$ cat src/design/pst_pkg.sv
// ----------------------------------------------------------------------------
// Phased session timer package
// Shared widths, codes and bundle types for the session timer modules.
// ----------------------------------------------------------------------------
`default_nettype none

package pst_pkg;

	localparam int TIME_W      = 48;
	localparam int LEN_W       = 32;
	localparam int PHASE_SLOTS = 4;
	// Sum of up to four 32-bit lengths.
	localparam int SUM_W       = LEN_W + 2;
	localparam int CFG_IDX_W   = 3;

	typedef enum logic [1:0] {
		KIND_TICK   = 2'd0,
		KIND_START  = 2'd1,
		KIND_CANCEL = 2'd2
	} kind_t;

	typedef enum logic [1:0] {
		ST_WAITING   = 2'd0,
		ST_COUNTDOWN = 2'd1,
		ST_PLAYING   = 2'd2,
		ST_RESULT    = 2'd3
	} mode_t;

	typedef enum logic [2:0] {
		EV_NONE      = 3'd0,
		EV_PLAY      = 3'd1,
		EV_ENDED     = 3'd2,
		EV_PHASE     = 3'd3,
		EV_COUNTDOWN = 3'd4,
		EV_REFUSED   = 3'd5
	} event_t;

	typedef enum logic [CFG_IDX_W-1:0] {
		REG_COUNTDOWN = 3'd0,
		REG_PHASE_1   = 3'd1,
		REG_PHASE_2   = 3'd2,
		REG_PHASE_3   = 3'd3,
		REG_PHASE_4   = 3'd4
	} cfg_reg_t;

	typedef logic [PHASE_SLOTS-1:0][SUM_W-1:0] prefix_arr_t;

	typedef struct packed {
		logic [LEN_W-1:0] countdown_len;
		prefix_arr_t      prefix;
	} cfg_view_t;

	typedef struct packed {
		logic [1:0]        kind;
		logic [TIME_W-1:0] now_time;
	} item_t;

	typedef struct packed {
		event_t     ev;
		mode_t      st;
		logic [2:0] phase;
	} result_t;

endpackage

`default_nettype wire

$ cat src/design/pst_cfg.sv
// ----------------------------------------------------------------------------
// Session timer configuration registers
// Holds the countdown and phase lengths and the registered running sums.
// ----------------------------------------------------------------------------
`default_nettype none

module pst_cfg #(
	parameter int PHASE_COUNT = 4
) (
	input  wire logic                           clk,
	input  wire logic                           arst_n,
	input  wire logic                           cfg_write,
	input  wire logic [pst_pkg::CFG_IDX_W-1:0]  cfg_index,
	input  wire logic [pst_pkg::LEN_W-1:0]      cfg_data,
	output pst_pkg::cfg_view_t                  view
);
	import pst_pkg::*;

	logic [LEN_W-1:0]                    cd_len_q;
	logic [PHASE_SLOTS-1:0][LEN_W-1:0]   len_q;
	logic [LEN_W-1:0]                    cd_len_n;
	logic [PHASE_SLOTS-1:0][LEN_W-1:0]   len_n;
	prefix_arr_t                         prefix_n;
	prefix_arr_t                         prefix_q;
	logic [SUM_W-1:0]                    acc;

	always_comb begin
		cd_len_n = cd_len_q;
		len_n    = len_q;
		if (cfg_write) begin
			unique case (cfg_index)
				REG_COUNTDOWN: cd_len_n = cfg_data;
				REG_PHASE_1:   len_n[0] = cfg_data;
				REG_PHASE_2:   len_n[1] = cfg_data;
				REG_PHASE_3:   len_n[2] = cfg_data;
				REG_PHASE_4:   len_n[3] = cfg_data;
				default: ;
			endcase
		end
	end

	// Running sums are built from the values after this edge's write, so the
	// registered sums always agree with the registered lengths.
	always_comb begin
		acc = '0;
		for (int j = 0; j < PHASE_SLOTS; j++) begin
			if (j < PHASE_COUNT) begin
				acc = acc + SUM_W'(len_n[j]);
			end
			prefix_n[j] = acc;
		end
	end

	always_ff @(posedge clk or negedge arst_n) begin
		if (!arst_n) begin
			cd_len_q <= '0;
			len_q    <= '0;
			prefix_q <= '0;
		end else begin
			cd_len_q <= cd_len_n;
			len_q    <= len_n;
			prefix_q <= prefix_n;
		end
	end

	assign view.countdown_len = cd_len_q;
	assign view.prefix        = prefix_q;

endmodule

`default_nettype wire

$ cat src/design/pst_engine.sv
// ----------------------------------------------------------------------------
// Session timer engine
// Session state and the single-pass next-state and event logic.
// ----------------------------------------------------------------------------
`default_nettype none

module pst_engine #(
	parameter int PHASE_COUNT = 4
) (
	input  wire logic               clk,
	input  wire logic               arst_n,
	input  wire logic               step,
	input  wire pst_pkg::item_t     item,
	input  wire pst_pkg::cfg_view_t view,
	output pst_pkg::result_t        res
);
	import pst_pkg::*;

	localparam logic [2:0] LAST_PHASE = 3'(PHASE_COUNT);

	mode_t             mode_q, mode_n;
	logic [TIME_W-1:0] deadline_q, deadline_n;
	logic [TIME_W-1:0] start_q, start_n;
	logic [TIME_W-1:0] end_q, end_n;
	logic [2:0]        phase_q, phase_n;
	event_t            ev;

	logic [TIME_W-1:0] now;
	logic [TIME_W-1:0] base;
	logic [TIME_W-1:0] elapsed;
	logic [2:0]        phase_calc;
	logic              found;
	logic [TIME_W:0]   end_sum;
	logic [TIME_W:0]   dl_sum;
	logic [SUM_W-1:0]  total;

	assign now   = item.now_time;
	assign total = view.prefix[PHASE_SLOTS-1];
	// Play starts at the deadline, so phases are measured from it when the
	// countdown ends and from the stored start during play.
	assign base    = (mode_q == ST_COUNTDOWN) ? deadline_q : start_q;
	assign elapsed = now - base;
	assign end_sum = {1'b0, deadline_q} + (TIME_W+1)'(total);
	assign dl_sum  = {1'b0, now} + (TIME_W+1)'(view.countdown_len);

	always_comb begin
		phase_calc = LAST_PHASE;
		found      = 1'b0;
		if (now <= base) begin
			phase_calc = 3'd1;
		end else begin
			for (int i = 0; i < PHASE_SLOTS; i++) begin
				if (i < PHASE_COUNT && !found && elapsed < TIME_W'(view.prefix[i])) begin
					found      = 1'b1;
					phase_calc = 3'(i + 1);
				end
			end
		end
	end

	always_comb begin
		mode_n     = mode_q;
		deadline_n = deadline_q;
		start_n    = start_q;
		end_n      = end_q;
		phase_n    = phase_q;
		ev         = EV_NONE;
		case (item.kind)
			KIND_TICK: begin
				unique case (mode_q)
					ST_COUNTDOWN: begin
						if (now >= deadline_q) begin
							start_n = deadline_q;
							if (end_sum[TIME_W]) begin
								mode_n = ST_RESULT;
								ev     = EV_ENDED;
							end else begin
								end_n = end_sum[TIME_W-1:0];
								if (now >= end_sum[TIME_W-1:0]) begin
									mode_n  = ST_RESULT;
									phase_n = LAST_PHASE;
									ev      = EV_ENDED;
								end else begin
									mode_n  = ST_PLAYING;
									phase_n = phase_calc;
									ev      = EV_PLAY;
								end
							end
						end
					end
					ST_PLAYING: begin
						if (now >= end_q) begin
							mode_n = ST_RESULT;
							ev     = EV_ENDED;
						end else if (phase_calc != phase_q) begin
							phase_n = phase_calc;
							ev      = EV_PHASE;
						end
					end
					default: ;
				endcase
			end
			KIND_START: begin
				if (mode_q != ST_WAITING || dl_sum[TIME_W]) begin
					ev = EV_REFUSED;
				end else begin
					mode_n     = ST_COUNTDOWN;
					deadline_n = dl_sum[TIME_W-1:0];
					ev         = EV_COUNTDOWN;
				end
			end
			KIND_CANCEL: begin
				if (mode_q == ST_COUNTDOWN) begin
					mode_n     = ST_WAITING;
					deadline_n = '0;
					start_n    = '0;
					end_n      = '0;
					phase_n    = '0;
				end
			end
			default: ;
		endcase
	end

	always_ff @(posedge clk or negedge arst_n) begin
		if (!arst_n) begin
			mode_q     <= ST_WAITING;
			deadline_q <= '0;
			start_q    <= '0;
			end_q      <= '0;
			phase_q    <= '0;
		end else if (step) begin
			mode_q     <= mode_n;
			deadline_q <= deadline_n;
			start_q    <= start_n;
			end_q      <= end_n;
			phase_q    <= phase_n;
		end
	end

	assign res.ev    = ev;
	assign res.st    = mode_n;
	assign res.phase = phase_n;

endmodule

`default_nettype wire

$ cat src/design/phased_session_timer_top.sv
// ----------------------------------------------------------------------------
// Phased session timer
// Runs a session through waiting, countdown, playing and result, reporting
// one event beat for every command beat.
// ----------------------------------------------------------------------------
//
//  Channel   Direction  Handshake             Payload
//  -------   ---------  --------------------  -------------------------------
//  in        input      in_valid / in_stall   kind, now_time
//  out       output     out_valid / out_stall event_code, session_state,
//                                             phase_number
//  cfg       input      cfg_write             cfg_index, cfg_data
//
// A command beat is accepted into the input register and, when it advances,
// passes through the engine into the result register, where its result beat
// is offered.
// A new command beat is taken every cycle while the output does not stall;
// the engine state updates once per beat.
// Reset clears the session state, the configuration registers and both
// valid flags. A stall on the output holds the result register and, once the
// input register is also full, raises in_stall in the same cycle.
// ----------------------------------------------------------------------------
`default_nettype none

module phased_session_timer_top #(
	parameter int PHASE_COUNT = 4
) (
	input  wire logic                          clk,
	input  wire logic                          arst_n,
	input  wire logic                          in_valid,
	output      logic                          in_stall,
	input  wire logic [1:0]                    kind,
	input  wire logic [pst_pkg::TIME_W-1:0]    now_time,
	output      logic                          out_valid,
	input  wire logic                          out_stall,
	output      logic [2:0]                    event_code,
	output      logic [1:0]                    session_state,
	output      logic [2:0]                    phase_number,
	input  wire logic                          cfg_write,
	input  wire logic [pst_pkg::CFG_IDX_W-1:0] cfg_index,
	input  wire logic [pst_pkg::LEN_W-1:0]     cfg_data
);
	import pst_pkg::*;

	logic      valid_s1;
	item_t     item_s1;
	logic      out_valid_q;
	result_t   res_q;
	result_t   res;
	cfg_view_t view;
	logic      advance;
	logic      accept;

	// The beat in the input register moves on when the result register is
	// empty or its beat is being taken in this cycle.
	assign advance  = valid_s1 && (!out_valid_q || !out_stall);
	assign in_stall = valid_s1 && !advance;
	assign accept   = in_valid && !in_stall;

	pst_cfg #(
		.PHASE_COUNT(PHASE_COUNT)
	) u_cfg (
		.clk       (clk),
		.arst_n    (arst_n),
		.cfg_write (cfg_write),
		.cfg_index (cfg_index),
		.cfg_data  (cfg_data),
		.view      (view)
	);

	pst_engine #(
		.PHASE_COUNT(PHASE_COUNT)
	) u_engine (
		.clk    (clk),
		.arst_n (arst_n),
		.step   (advance),
		.item   (item_s1),
		.view   (view),
		.res    (res)
	);

	// Valid flags carry reset; the payload registers load only when their
	// valid flag is being set.
	always_ff @(posedge clk or negedge arst_n) begin
		if (!arst_n) begin
			valid_s1    <= 1'b0;
			out_valid_q <= 1'b0;
		end else begin
			valid_s1    <= accept || (valid_s1 && !advance);
			out_valid_q <= advance || (out_valid_q && out_stall);
		end
	end

	always_ff @(posedge clk) begin
		if (accept) begin
			item_s1.kind     <= kind;
			item_s1.now_time <= now_time;
		end
		if (advance) begin
			res_q <= res;
		end
	end

	assign out_valid     = out_valid_q;
	assign event_code    = res_q.ev;
	assign session_state = res_q.st;
	assign phase_number  = res_q.phase;

endmodule

`default_nettype wire

$ cat config.mk
export PLATFORM = sky130hd
export DESIGN_NAME = phased_session_timer_top
export DESIGN_NICKNAME = d
export VERILOG_FILES = /design/src/design/pst_pkg.sv /design/src/design/pst_cfg.sv /design/src/design/pst_engine.sv /design/src/design/phased_session_timer_top.sv
export SDC_FILE = /design/constraint.sdc
export NUM_CORES = 1
export LEC_CHECK = 0
export CORE_MARGIN = 4
export CORE_UTILIZATION = 35
export DETAILED_ROUTE_END_ITERATION = 12
export DONT_BUFFER_PORTS = 1
export MAX_ROUTING_LAYER = met4
export REMOVE_ABC_BUFFERS = 1
export SLEW_MARGIN = 30
export SYNTH_ARGS = -nofsm -noshare
export SYNTH_HDL_FRONTEND = slang
export SYNTH_SLANG_ARGS = --single-unit
$ cat constraint.sdc
create_clock -name clk -period 20.6 [get_ports clk]
set_clock_uncertainty 0.2 [all_clocks]
set_input_delay 4.12 -clock clk [delete_from_list [all_inputs] [get_ports clk]]
set_output_delay 4.12 -clock clk [all_outputs]
set_load 0.05 [all_outputs]
==> flow_summary.json <==
{
  "synth_area_mm2": 0.0336,
  "path_buf_inv": 1,
  "vias_per_cell": 5.38,
  "nets": 3998,
  "start_util_pct": 35.3,
  "syn_inst": 3475,
  "cts_resized": 0,
  "tightestPinTransition_ns": 1.10,
  "end_kind": "register",
  "io_pins": 100,
  "grt_pass1_vias": 25400,
  "cts_made_buffers": 57,
  "multi_input_area_mm2": 0.0202,
  "dp.cells": 4651,
  "yosys.area.top_type": "dfrtp_1",
  "root_buffer": "clkbuf_16",
  "worstSetupPathType": "in2reg",
  "syn_area_per_cell_um2": 9.67,
  "slowest_stage": "buf_4",
  "yosys-top-cells-area": "dfrtp_1, ha_1, edfxtp_1",
  "dpl.hpwl_mm": 69.8,
  "die_h_um": 318,
  "synth-async-reset-ratio_pct": 87.7,
  "port_buffers": 0,
  "drtIter0Drc": 1706,
  "routed_wl_mm": 91.1,
  "cts.htree.levels": 2,
  "gp_congestion": 0.916,
  "grt_max_degree": 413,
  "ys_ff_latch": 470,
  "die_w_um": 318,
  "synth_ff_type": "dfrtp_1",
  "seqCellArea_mm2": 0.0121,
  "drc_errors": 0,
  "fillerInstances": 9436,
  "drtPass1Iterations": 5,
  "grtUsageTotal_pct": 18.3,
  "ys_warn_count": 0,
  "wl_per_cell_um": 19.2,
  "fmax_ghz": 0.0813,
  "grt_setup_unrepaired": "false",
  "cp.required_ns": 20.93,
  "finalSetupTns_ns": 0,
  "fin_crit_ns": 12.31,
  "relSlewSlack_pct": 26.7,
  "hold_viol_final": 0,
  "crit_path_max_fanout": 63,
  "synth_edf_count": 58,
  "clock_latency_ns": 0.64,
  "antenna_found_initial": 1,
  "placed_area_mm2": 0.0349,
  "critPathLaunchType": "primary input",
  "synth_cell_types": 111,
  "cts.sinks": 470,
  "core-area_mm2": 0.0952,
  "crit_family": "compound AO/OA/AOI/OAI gates",
  "die_area_mm2": 0.101,
  "ant_nets": 0,
  "maxSlewViolCount": 0,
  "gr-total-overflow": 0,
  "cpPeakStageDelay_ns": 0.47,
  "post_cts_buffers": 0,
  "drv_cap": 0,
  "holdWs_ns": 0.274,
  "clockBufferDepth": 3,
  "status": "finished clean",
  "grt_first_pass_wirelength_mm": 145,
  "tritoncts": "yes",
  "crit_path_frequent_cell": "a21oi_1",
  "placementRows": 113,
  "num_antenna_cells": 0,
  "clkTransAtPathRegs_ns": 0.06,
  "final_area_mm2": 0.0368,
  "finalSetupViolations": 0,
  "drive_above_1_share_pct": 8.45,
  "synth_top_area_share_pct": 30.7,
  "hold_buffers": 0,
  "area_growth_pct": 9.44,
  "arrival_ns": 12.64,
  "hp-class": "reg2reg",
  "post-route-period-util_pct": 59.7,
  "stdcell_count": 4758,
  "seq_area_frac_synth_pct": 35.9,
  "vias": 25600
}
==> sequential cells by signal (all words and copies together) (netlist names) <==
signal	flops
u_engine.mode_q	2
item_s1	50
u_cfg.len_q	96
u_engine.deadline_q	48
phase_number	3
u_engine.start_q	48
out_valid	1
u_engine.phase_q	3
session_state	2
event_code	3
u_engine.end_q	48
u_cfg.view	133
valid_s1	1
u_cfg.cd_len_q	32
==> cells by family (layout without fill, tap and decap cells) <==
group	count (synthesis)	count (layout)	synth area share [%]
xor gates and xnor gates	217	217	5.65
muxes	180	180	5.84
AOI/OAI and AO/OA	994	994	19.5
DFF	470	470	35.9
adders and majority gates	463	463	17.4
buffers and inverters	361	379	4.35
and+or+nand+nor	790	790	11.5
==> Yosys cell counts, types with 10 or more instances <==
| cell type | instances |
|---|---|
| nor3_1 | 42 |
| a211o_1 | 10 |
| a211oi_1 | 22 |
| mux2_2 | 129 |
| mux2i_1 | 51 |
| clkbuf_1 | 62 |
| and3_1 | 17 |
| nor2b_1 | 37 |
| nand3_1 | 53 |
| buf_2 | 12 |
| o21a_1 | 57 |
| o21ai_1 | 13 |
| edfxtp_1 | 58 |
| or3_1 | 13 |
| o21bai_1 | 27 |
| nor4_1 | 12 |
| ha_1 | 457 |
| a21o_1 | 135 |
| a21oi_1 | 245 |
| xor2_1 | 71 |
| nand2_1 | 307 |
| nand2b_1 | 33 |
| dfrtp_1 | 412 |
| xnor2_1 | 146 |
| o21ai_0 | 183 |
| nor2_1 | 140 |
| and2_1 | 16 |
| inv_1 | 262 |
| nand4_1 | 66 |
| a31oi_1 | 18 |
| o31ai_1 | 145 |
| o211ai_1 | 27 |
| a22o_1 | 11 |
==> placed cells by master (no fill, tap or decap), types with 51 or more instances in the layout <==
master	Yosys	layout
mux2i_1	51	51
nand2_1	307	306
inv_1	262	262
dfrtp_1	412	412
ha_1	457	455
nand3_1	53	52
a21o_1	135	135
nand4_1	66	66
o31ai_1	145	145
o21a_1	57	57
xor2_1	71	71
mux2_2	129	129
clkbuf_16	0	58
a21oi_1	245	245
nor2_1	140	138
xnor2_1	146	146
o21ai_0	183	183
edfxtp_1	58	58
==> final cells by class <==
cell class	count	area share, %
Inverter	262	2.67
Tap cell	1265	4.30
Timing Repair Buffer	10	0.224
Clock buffer	84	4.56
Clock inverter	23	0.551
Sequential cell	470	32.8
Multi-Input combinational cell	2644	54.9
==> worst reg2reg max path: cells and delay by family, from the launching register on <==
kind	cells	cell delay, ns
buf+inv	2	0.24
simple gates	3	1.26
fa+ha+maj	4	1.34
xor+xnor	1	0.58
flops	1	0.44
compound gates	15	4.68
mux	1	0.32
==> final timing paths <==
| kind | start | end | slack (ns) | depth (start not counted) |
|---|---|---|---|---|
| worst max-delay path | cfg_write | u_cfg.view[135]$_DFF_PN0_ | 8.29 | 38 |
| worst min-delay path | u_engine.start_q[24]$_DFFE_PN0P_ | u_engine.start_q[24]$_DFFE_PN0P_ | 0.27 | 2 |
| worst max register to register | u_engine.mode_q[1]$_DFFE_PN0P_ | event_code[0]$_DFFE_PP_ | 11.32 | 26 |
| worst min register to register | u_engine.start_q[24]$_DFFE_PN0P_ | u_engine.start_q[24]$_DFFE_PN0P_ | 0.27 | 2 |
| max in group asynchronous | arst_n | u_cfg.len_q[50]$_DFF_PN0_ | 16.32 | 0 |
| min in group asynchronous | arst_n | u_engine.end_q[0]$_DFFE_PN0P_ | 3.01 | 0 |
==> routing by layer <==
| metal | share of wire [%] | routed length, um | track usage, % | up-vias |
|---|---|---|---|---|
| li1 | - | - | - | 12600 |
| met1 | 48 | 44100 | 25.2 | 12400 |
| met2 | 45 | 40800 | 28.5 | 481 |
| met3 | 4.5 | 4120 | 2.58 | 119 |
| met4 | 2.3 | 2130 | 4.33 | 0 |
| met5 | 0 | 0 | - | - |
==> stage by stage <==
step / setup WS (ns) / util (%)
detailed placement: 7.73 / 36.7
global placement: 7.83 / 36.7
global route: 7.49 / 38.7
CTS: 8.39 / 38.7
floorplan: 7.79 / -
finish: 8.29 / 38.7
Power is left out: the tool's default activity adds up to more than one toggle a clock period on the data nets, which glitch-free logic cannot reach.
